===== config.mk =====
export PLATFORM = sky130hd
export DESIGN_NAME = tap_tempo_estimator
export DESIGN_NICKNAME = d
export VERILOG_FILES = /design/src/hdl/tte_pkg.sv /design/src/hdl/tap_tempo_estimator.sv
export SDC_FILE = /design/constraint.sdc
export NUM_CORES = 1
export LEC_CHECK = 0
export BUFFER_PORTS_ARGS = -buffer_cell sky130_fd_sc_hd__buf_4
export CAP_MARGIN = 20
export CORE_MARGIN = 4
export CORE_UTILIZATION = 50
export DETAILED_ROUTE_END_ITERATION = 8
export PLACE_DENSITY = 0.68
export SLEW_MARGIN = 0
export SYNTH_ARGS = -nofsm -noshare
export SYNTH_HDL_FRONTEND = slang
export SYNTH_SLANG_ARGS = --single-unit
export TNS_END_PERCENT = 5

===== constraint.sdc =====
create_clock -name clk -period 22.8 [get_ports clk]
set_clock_uncertainty 0.15 [all_clocks]
set_input_delay 1.14 -clock clk [delete_from_list [all_inputs] [get_ports clk]]
set_output_delay 1.14 -clock clk [all_outputs]
set_load 0.02 [all_outputs]

===== src/hdl/tte_pkg.sv =====
package tte_pkg;

  // History depth and field widths
  localparam int HISTORY_DEPTH = 6;
  localparam int TIME_W        = 32;
  localparam int CFG_W         = 16;
  localparam int TEMPO_W       = 12;
  localparam int ICNT_W        = 3;
  localparam int CFG_IDX_W     = 2;

  // Derived counter and datapath widths
  localparam int TC_W   = $clog2(HISTORY_DEPTH + 1);
  localparam int IDX_W  = $clog2(HISTORY_DEPTH);
  localparam int VCNT_W = $clog2(HISTORY_DEPTH);
  localparam int SUM_W  = CFG_W + $clog2(HISTORY_DEPTH);

  // Twice the tenths-of-BPM numerator for one interval (2 * 600000)
  localparam int TWICE_TENTHS_MS = 1200000;
  localparam longint NUM_MAX = longint'(TWICE_TENTHS_MS) * (HISTORY_DEPTH - 1)
                             + longint'(65535) * (HISTORY_DEPTH - 1);
  localparam int NUM_W  = $clog2(NUM_MAX + 1);
  localparam int DCNT_W = $clog2(NUM_W);

  // Tempo clamp limits in tenths of BPM
  localparam int TEMPO_MIN = 200;
  localparam int TEMPO_MAX = 3000;

  // Register defaults
  localparam logic [CFG_W-1:0] RESET_GAP_DEF    = 16'd2000;
  localparam logic [CFG_W-1:0] MIN_INTERVAL_DEF = 16'd200;
  localparam logic [CFG_W-1:0] MAX_INTERVAL_DEF = 16'd3000;

  // Register indexes
  typedef enum logic [CFG_IDX_W-1:0] {
    REG_RESET_GAP    = 2'd0,
    REG_MIN_INTERVAL = 2'd1,
    REG_MAX_INTERVAL = 2'd2
  } cfg_reg_t;

endpackage


===== src/hdl/tap_tempo_estimator.sv =====
// Tap tempo estimator: one tap item in, one tempo item out.
// Sequence after accept: scan the stored taps, then check; when an interval is averaged and
//   the sum is nonzero, a restoring divide over NUM_W (23) quotient bits and a clamp follow.
// The next item is taken only after the result loads into the output register; a result
//   still waiting in the output holds it off.
// Reset (synchronous, active low): defaults loaded, tap count zeroed; no clearing pass.
module tap_tempo_estimator (
  input  logic                            clk,
  input  logic                            rst_n,
  input  logic                            in_valid,
  output logic                            in_ready,
  input  logic [tte_pkg::TIME_W-1:0]      in_tap_time_ms,
  output logic                            out_valid,
  input  logic                            out_ready,
  output logic [tte_pkg::TEMPO_W-1:0]     out_tempo_tenths,
  output logic                            out_updated,
  output logic [tte_pkg::ICNT_W-1:0]      out_interval_count,
  input  logic                            cfg_we,
  input  logic [tte_pkg::CFG_IDX_W-1:0]   cfg_index,
  input  logic [tte_pkg::CFG_W-1:0]       cfg_wdata
);
  import tte_pkg::*;

  typedef enum logic [2:0] {
    ST_IDLE,
    ST_SCAN,
    ST_CHECK,
    ST_DIV,
    ST_CLAMP,
    ST_FIN
  } state_t;

  state_t state_r;

  // Configuration registers
  logic [CFG_W-1:0] reset_gap_r;
  logic [CFG_W-1:0] min_iv_r;
  logic [CFG_W-1:0] max_iv_r;

  // Tap history, newest at entry 0
  logic [TIME_W-1:0] hist_r [HISTORY_DEPTH];
  logic [TC_W-1:0]   tcnt_r;

  // Scan and divide working registers
  logic [IDX_W-1:0]   idx_r;
  logic [TIME_W-1:0]  prev_r;
  logic [SUM_W-1:0]   sum_r;
  logic [VCNT_W-1:0]  vcnt_r;
  logic [NUM_W-1:0]   nq_r;
  logic [SUM_W:0]     rem_r;
  logic [DCNT_W-1:0]  dcnt_r;
  logic [TEMPO_W-1:0] work_tempo_r;

  // Result registers
  logic               out_valid_r;
  logic [TEMPO_W-1:0] res_tempo_r;
  logic               res_upd_r;
  logic [ICNT_W-1:0]  res_cnt_r;

  logic               in_acc;
  logic [TIME_W-1:0]  gap;
  logic               hist_clear;
  logic [TC_W-1:0]    base_cnt;
  logic [TC_W-1:0]    new_cnt;
  logic [TIME_W-1:0]  cur_tap;
  logic [TIME_W-1:0]  iv;
  logic               iv_ok;
  logic               scan_last;
  logic [NUM_W-1:0]   num;
  logic [SUM_W+1:0]   trial;
  logic [SUM_W+1:0]   divisor;
  logic               ge;
  logic [TEMPO_W-1:0] clamped;

  assign in_ready = (state_r == ST_IDLE);
  assign in_acc   = in_valid && in_ready;
  assign out_valid          = out_valid_r;
  assign out_tempo_tenths   = res_tempo_r;
  assign out_updated        = res_upd_r;
  assign out_interval_count = res_cnt_r;

  // Gap check and new fill count on accept
  always_comb begin
    gap        = in_tap_time_ms - hist_r[0];
    hist_clear = (tcnt_r != '0) && (gap > TIME_W'(reset_gap_r));
    base_cnt   = hist_clear ? '0 : tcnt_r;
    new_cnt    = (base_cnt == TC_W'(HISTORY_DEPTH)) ? base_cnt : base_cnt + 1'b1;
  end

  // Interval scan: one stored tap per cycle
  always_comb begin
    cur_tap   = hist_r[idx_r];
    iv        = prev_r - cur_tap;
    iv_ok     = (iv >= TIME_W'(min_iv_r)) && (iv <= TIME_W'(max_iv_r));
    scan_last = (TC_W'(idx_r) == tcnt_r - 1'b1);
  end

  // Numerator and one restoring divide step
  always_comb begin
    num     = NUM_W'(vcnt_r) * NUM_W'(TWICE_TENTHS_MS) + NUM_W'(sum_r);
    trial   = {rem_r, nq_r[NUM_W-1]};
    divisor = (SUM_W+2)'({sum_r, 1'b0});
    ge      = (trial >= divisor);
  end

  // Clamp quotient to the tempo range
  always_comb begin
    if (nq_r < NUM_W'(TEMPO_MIN)) begin
      clamped = TEMPO_W'(TEMPO_MIN);
    end else if (nq_r > NUM_W'(TEMPO_MAX)) begin
      clamped = TEMPO_W'(TEMPO_MAX);
    end else begin
      clamped = nq_r[TEMPO_W-1:0];
    end
  end

  // Sequencer, history and result registers
  always_ff @(posedge clk) begin
    if (!rst_n) begin
      state_r     <= ST_IDLE;
      out_valid_r <= 1'b0;
      tcnt_r      <= '0;
      reset_gap_r <= RESET_GAP_DEF;
      min_iv_r    <= MIN_INTERVAL_DEF;
      max_iv_r    <= MAX_INTERVAL_DEF;
    end else begin
      // Register writes
      if (cfg_we) begin
        unique case (cfg_index)
          REG_RESET_GAP:    reset_gap_r <= cfg_wdata;
          REG_MIN_INTERVAL: min_iv_r    <= cfg_wdata;
          REG_MAX_INTERVAL: max_iv_r    <= cfg_wdata;
          default: ;
        endcase
      end

      // Drop a delivered item unless the next one loads in its place
      if (out_valid_r && out_ready && (state_r != ST_FIN)) begin
        out_valid_r <= 1'b0;
      end

      unique case (state_r)
        ST_IDLE: begin
          if (in_acc) begin
            hist_r[0] <= in_tap_time_ms;
            for (int k = 1; k < HISTORY_DEPTH; k++) begin
              hist_r[k] <= hist_r[k-1];
            end
            tcnt_r <= new_cnt;
            prev_r <= in_tap_time_ms;
            idx_r  <= IDX_W'(1);
            sum_r  <= '0;
            vcnt_r <= '0;
            state_r <= (new_cnt >= TC_W'(2)) ? ST_SCAN : ST_CHECK;
          end
        end
        ST_SCAN: begin
          if (iv_ok) begin
            sum_r  <= sum_r + SUM_W'(iv[CFG_W-1:0]);
            vcnt_r <= vcnt_r + 1'b1;
          end
          prev_r <= cur_tap;
          idx_r  <= idx_r + 1'b1;
          if (scan_last) begin
            state_r <= ST_CHECK;
          end
        end
        ST_CHECK: begin
          if (vcnt_r == '0) begin
            work_tempo_r <= '0;
            state_r      <= ST_FIN;
          end else if (sum_r == '0) begin
            work_tempo_r <= TEMPO_W'(TEMPO_MAX);
            state_r      <= ST_FIN;
          end else begin
            nq_r    <= num;
            rem_r   <= '0;
            dcnt_r  <= DCNT_W'(NUM_W - 1);
            state_r <= ST_DIV;
          end
        end
        ST_DIV: begin
          if (ge) begin
            rem_r <= (SUM_W+1)'(trial - divisor);
          end else begin
            rem_r <= trial[SUM_W:0];
          end
          nq_r   <= {nq_r[NUM_W-2:0], ge};
          dcnt_r <= dcnt_r - 1'b1;
          if (dcnt_r == '0) begin
            state_r <= ST_CLAMP;
          end
        end
        ST_CLAMP: begin
          work_tempo_r <= clamped;
          state_r      <= ST_FIN;
        end
        ST_FIN: begin
          // Hold the result until the output register frees up
          if (!out_valid_r || out_ready) begin
            out_valid_r <= 1'b1;
            res_tempo_r <= work_tempo_r;
            res_upd_r   <= (vcnt_r != '0);
            res_cnt_r   <= ICNT_W'(vcnt_r);
            state_r     <= ST_IDLE;
          end
        end
        default: state_r <= ST_IDLE;
      endcase
    end
  end

`ifndef SYNTHESIS
  a_busy_after_accept: assert property (@(posedge clk) disable iff (!rst_n)
    in_valid && in_ready |=> !in_ready)
    else $error("input taken again right after accept");

  a_idle_tempo_zero: assert property (@(posedge clk) disable iff (!rst_n)
    out_valid && !out_updated |-> out_tempo_tenths == '0)
    else $error("tempo nonzero without update");

  a_tempo_range: assert property (@(posedge clk) disable iff (!rst_n)
    out_valid && out_updated |->
      out_tempo_tenths >= TEMPO_W'(TEMPO_MIN) && out_tempo_tenths <= TEMPO_W'(TEMPO_MAX))
    else $error("tempo outside clamp range");

  a_update_has_count: assert property (@(posedge clk) disable iff (!rst_n)
    out_valid && out_updated |-> out_interval_count != '0)
    else $error("update with no averaged interval");

  a_fill_bound: assert property (@(posedge clk) disable iff (!rst_n)
    tcnt_r <= TC_W'(HISTORY_DEPTH))
    else $error("tap count beyond history depth");
`endif

endmodule

Yosys cells after proc, flatten, opt, wreduce, memory -nomap -nowiden

Memory sizes are Yosys's and may differ from the RTL's. A register that Yosys moved wholly into a read port is not among the register bits.
Cells that the tools add are included.

Add/subtract/negate cells: 10
Multiply operators: 1
$lt $le $gt $ge: 7
Equality and inequality tests: 18
Muxes and demuxes: 43
Reductions and logical operators: 27

Operators by type and width:

| kind                    | number |
|---|---|
| $pmux W32 S2            | 1 |
| $sub A32 B32 Y32        | 2 |
| $mux W20                | 3 |
| $mux W12                | 4 |
| $mux W23                | 2 |
| $pmux W23 S2            | 1 |
| $pmux W20 S2            | 1 |
| $mux W19                | 2 |
| $pmux W19 S2            | 1 |
| $mux W3                 | 12 |
| $ge A32 B16 Y1          | 1 |
| $gt A32 B16 Y1          | 1 |
| $le A32 B16 Y1          | 1 |
| $mux W32                | 1 |
| $pmux W12 S2            | 1 |
| $add A23 B19 Y23        | 1 |
| $gt A23 B12 Y1 const B  | 1 |
| $lt A23 B8 Y1 const B   | 1 |
| $ge A21 B20 Y1          | 1 |
| $sub A20 B20 Y20        | 1 |
| $add A19 B16 Y19        | 1 |
| $logic_not A19 Y1       | 1 |
| $pmux W3 S6             | 1 |
| $mul A3 B14 Y16 const B | 1 |
| 29 further kinds        | 63 |

Bits in registers: 188
Bits in writable memories: 192
Output and inout port bits: 18
Logic and storage cells: 124
Memories: 1

Memories:

| name   | depth | width | rd ports | clocked after Yosys merged registers in | wr ports | line                      | text |
|---|---|---|---|---|---|---|---|
| hist_r | 6     | 32    | 6        | 1                                       | 6        | tap_tempo_estimator.sv:41 | `logic [TIME_W-1:0] hist_r [HISTORY_DEPTH];` |

Depth between registers and ports, before layout

An unclocked memory read counts as a cell.

Depth after elaboration: 11
Gate-level depth with buffers: 27
Gate-level depth less buffers: 24

Worst setup path before layout

No wires, ideal clock.

Path kind: input-to-reg
Start: in rst_n
End: reg sum_r[0] (enable)
Data arrival time: 6,862 ps
Data required time: 22,244 ps
Slack: 15,382 ps
Stages on the path: 3
Cells stage by stage: clkbuf_1 -> and3_1 -> o21bai_1

Longest elaborated chain between the ends: 1

RTL lines:

| what                               | line                       | text |
|---|---|---|
| from (decl)                        | tap_tempo_estimator.sv:9   | `input logic rst_n,` |
| $reduce_and A4 Y1 (no source line) | n/a                        |  |
| to (signal assigned)               | tap_tempo_estimator.sv:159 | `sum_r <= sum_r + SUM_W'(iv[CFG_W-1:0]);` |
| to (decl)                          | tap_tempo_estimator.sv:47  | `logic [SUM_W-1:0] sum_r;` |

No other way between the ends.
A chain may end at the register's enable or synchronous reset.

==> impl_results.md <==
* Hold depth at 0
* Largest net degree at the start of global routing at 86
* Final wirelength at 54600 um
* CP Cell Sequence: buf_4 -> mux2i_1 -> nand2_1 -> o21ai_0 -> ha_1 -> a2111o_1 -> o21ai_1 -> o21bai_1 -> a21oi_1 -> nor2_1 -> o21a_1 -> nor2_1 -> xnor2_1 -> ha_1 -> a21o_1 -> a2111oi_0 -> o21ai_0 -> o21ai_0 -> o311ai_1 -> a311oi_1 -> nand4_1 -> or4_1 -> o21bai_2
* Largest cells by area after synthesis: edfxtp_1 (43%), ha_1 (9.6%), dfxtp_1 (5.2%)
* Placed inst area at 23600 um^2
* Hpwl dp at 40300 um
* Synth Warn # at 0
* Post-CTS setup buffers at 0
* Ys flop type: edfxtp_1
* Antenna violations before repair at 0
* Max Slew Vio Count at 0
* Reg2reg path depth at 23
* CP dominant cell by count: o21ai_0
* Sink Count at 383
* RSZ-0062 raised after global routing: false
* Syn Inst Count at 2111
* Most common cell after layout, fill and taps aside: edfxtp_1
* Maximum VDD drop at 0.0903 mV
* Crit Path Class: flip-flop to flip-flop
* Endpoints failing setup at 0
* CP startpoint kind: flip-flop
* Critical R2R Capture: sum_r[1]$_SDFFCE_PN0P_
* Fin. Hold Viols at 0
* Fmax at 0.136 GHz
* Overall power at 3.46 mW
* CP bufs+invs at 1
* Slowest cell on crit path: o21bai_2
* Fin crit share at 0.321
* Die H at 220 um
* Crit path max-delay family: compound AO/OA/AOI/OAI gates
* First-pass GRT wire length at 86800 um
* Post-CTS Resized at 0
* Measured slew at the worst slew-check pin at 1090 ps
* Die width at roughly 220 um
* Design Area, Final at 25100 um^2
* Number of DRC markers in iteration 0 at about 1200
* Number of flops mapped to enable cells by yosys at 325
* Gr usage total at 0.225
* Clock slew at reported path FFs at 60 ps
* Period minus WS final at 7330 ps
* Max-Slew Margin vs Limit at 0.277
* Row count at 77
* Cts bufs inserted at 42
* Max Buffers Root-to-Sink at 3
* # nets final at 2403
* Pre-antenna DRT Iters at 5
* R2R Setup Slk at 15470 ps
* Seq cells post-synth at about 380
* Commonest non-fill, non-tap cells in the layout: edfxtp_1 (325), nand2_1 (242), ha_1 (172), nor2_1 (145), inv_1 (141)
* CP Max Fanout at 48
* Cell taking the most area after synthesis: edfxtp_1
* Sequential area share after synthesis at 0.485
* GRT overflow at 0
* CP arrival at 7360 ps
* Setup TNS at 0 ps
* Count of cell types in the netlist at 87
* Port-buffer cells at 72
* Post-Syn Area per Cell at 10.7 um^2
* Total number of vias at 16400
* Initial Util at 0.508
* WP data required at 22840 ps
* DRC at 0
* Hold WC Path Type: flip-flop to flip-flop
* Post-CTS Hold Fix Bufs at 0
* Top cell type's share of synthesized area at 0.434
* DR WL/cell at 19.5 um
* Clk Latency, worst-skew pair at 580 ps
* Layout cells sized above 1 at 0.0981
* Die area at slightly below 50000 um^2
* Leakage at roughly 9.8 nW
* RD Place Congestion at 0.900
* Outcome: completed
* Mapped Area at 22500 um^2
* CP Capture Type: flip-flop
* ANT cells at 0
* Syn_nets at ~2300
* Hold_sp: work_tempo_r[11]$_DFFE_PP_
* Vias per Instance at 5.89
* Pwr per Cell Area at 138 nW/um^2
* CTS H-tree depth at 2
* Max_cap viols at 0
* CORE AREA at 44300 um^2
* CTS tree: built
* Root Driver: clkbuf_16
* Num ports at 73
* Hold path endpoint: out_tempo_tenths[11]$_DFFE_PP_
* Asr flop ratio synth at 0
* Vias in the first global route at between 15000 and 20000
* Layout area overhead at 11.4%
* Crit-path max cell delay at a little over 800 ps
* Final ANT Viol Nets at 0
* Fillcell total at between 3000 and 4000
[power breakdown]
part | internal [mW] | total, mW | switching [mW] | leakage [nW]
sequential | 0.913 | 0.988 | 0.0742 | 3.47
clock | 0.409 | 0.702 | 0.293 | 0.698
combinational | 0.719 | 1.77 | 1.05 | 5.62
[how the worst max path moves through the flow]
stage,startpoint,endpoint,cells after the start
6_report,flip-flop,sum_r[1]$_SDFFCE_PN0P_,23
5_1_grt,flip-flop,sum_r[2]$_SDFFCE_PN0P_,23
4_1_cts,flip-flop,sum_r[1]$_SDFFCE_PN0P_,23
3_5_place_dp,flip-flop,sum_r[4]$_SDFFCE_PN0P_,23
3_3_place_gp,flip-flop,sum_r[3]$_SDFFCE_PN0P_,23
2_1_floorplan,rst_n,sum_r[0]$_SDFFCE_PN0P_,3
[registers in the layout, indices dropped and copies added (netlist names), 5 cells and up, named ones only]
name / count
out_tempo_tenths: 12
work_tempo_r: 12
max_iv_r: 16
nq_r: 23
rem_r: 20
sum_r: 19
hist_r: 192
dcnt_r: 5
prev_r: 32
reset_gap_r: 16
min_iv_r: 16
[cell families (layout without fill, tap and decap cells)]
| family | Yosys count | in the layout | share of synthesized area |
|---|---|---|---|
| simple gates | 620 | 620 | 0.129 |
| compound gates | 535 | 535 | 0.154 |
| flops | 383 | 383 | 0.485 |
| buf+inv | 215 | 305 | 0.0363 |
| fa+ha+maj | 181 | 181 | 0.104 |
| xor+xnor | 91 | 91 | 0.0357 |
| mux | 86 | 86 | 0.0563 |
[synthesized netlist by cell type (7+ instances only)]
| cell type | number |
|---|---|
| dfxtp_1 | 58 |
| mux2i_1 | 49 |
| nor4_1 | 15 |
| nor3_1 | 35 |
| and2_1 | 12 |
| or3_1 | 19 |
| a211oi_1 | 25 |
| a311oi_1 | 8 |
| a21oi_1 | 120 |
| nor2_1 | 145 |
| o21ai_1 | 14 |
| nand2b_1 | 18 |
| xor2_1 | 30 |
| nand4_1 | 25 |
| o21a_1 | 19 |
| o21ai_0 | 139 |
| o21bai_1 | 14 |
| o211ai_1 | 32 |
| a31oi_1 | 11 |
| or2_2 | 7 |
| a21boi_0 | 38 |
| nand3_1 | 29 |
| edfxtp_1 | 325 |
| ha_1 | 172 |
| mux4_2 | 32 |
| xnor2_1 | 60 |
| a21o_1 | 37 |
| clkbuf_1 | 65 |
| fa_1 | 9 |
| inv_1 | 141 |
| and3_1 | 19 |
| nor2b_1 | 21 |
| o31a_1 | 11 |
| nand2_1 | 243 |
| o31ai_1 | 8 |
[routing by layer]
metal	up-vias	share of wire	global-route usage
met3	85	0.051	0.0342
met1	7961	0.45	0.308
li1	7954	-	-
met2	449	0.48	0.379
met5	-	0	0
met4	0	0.023	0.0561
[per-stage QoR]
stage,worst slack (ps),hold slack [ps],std cells,util
floorplan,15380,250,2111,-
global placement,15400,252,2713,0.533
detailed placement,15370,255,2714,0.533
CTS,15320,272,2792,0.566
global route,14750,275,2793,0.566
finish,15470,270,2793,0.566
[cell type report]
cell class | count | area, um^2 | share of cell area
Clock buffer | 56 | 1190 | 0.0473
Clock inverter | 22 | 258 | 0.0103
Inverter | 142 | 533 | 0.0213
Multi-Input combinational cell | 1513 | 10800 | 0.430
Sequential cell | 383 | 10900 | 0.436
Tap cell | 592 | 741 | 0.0295
Timing Repair Buffer | 85 | 642 | 0.0256
Note: power is estimated with default switching activity, not from simulation.
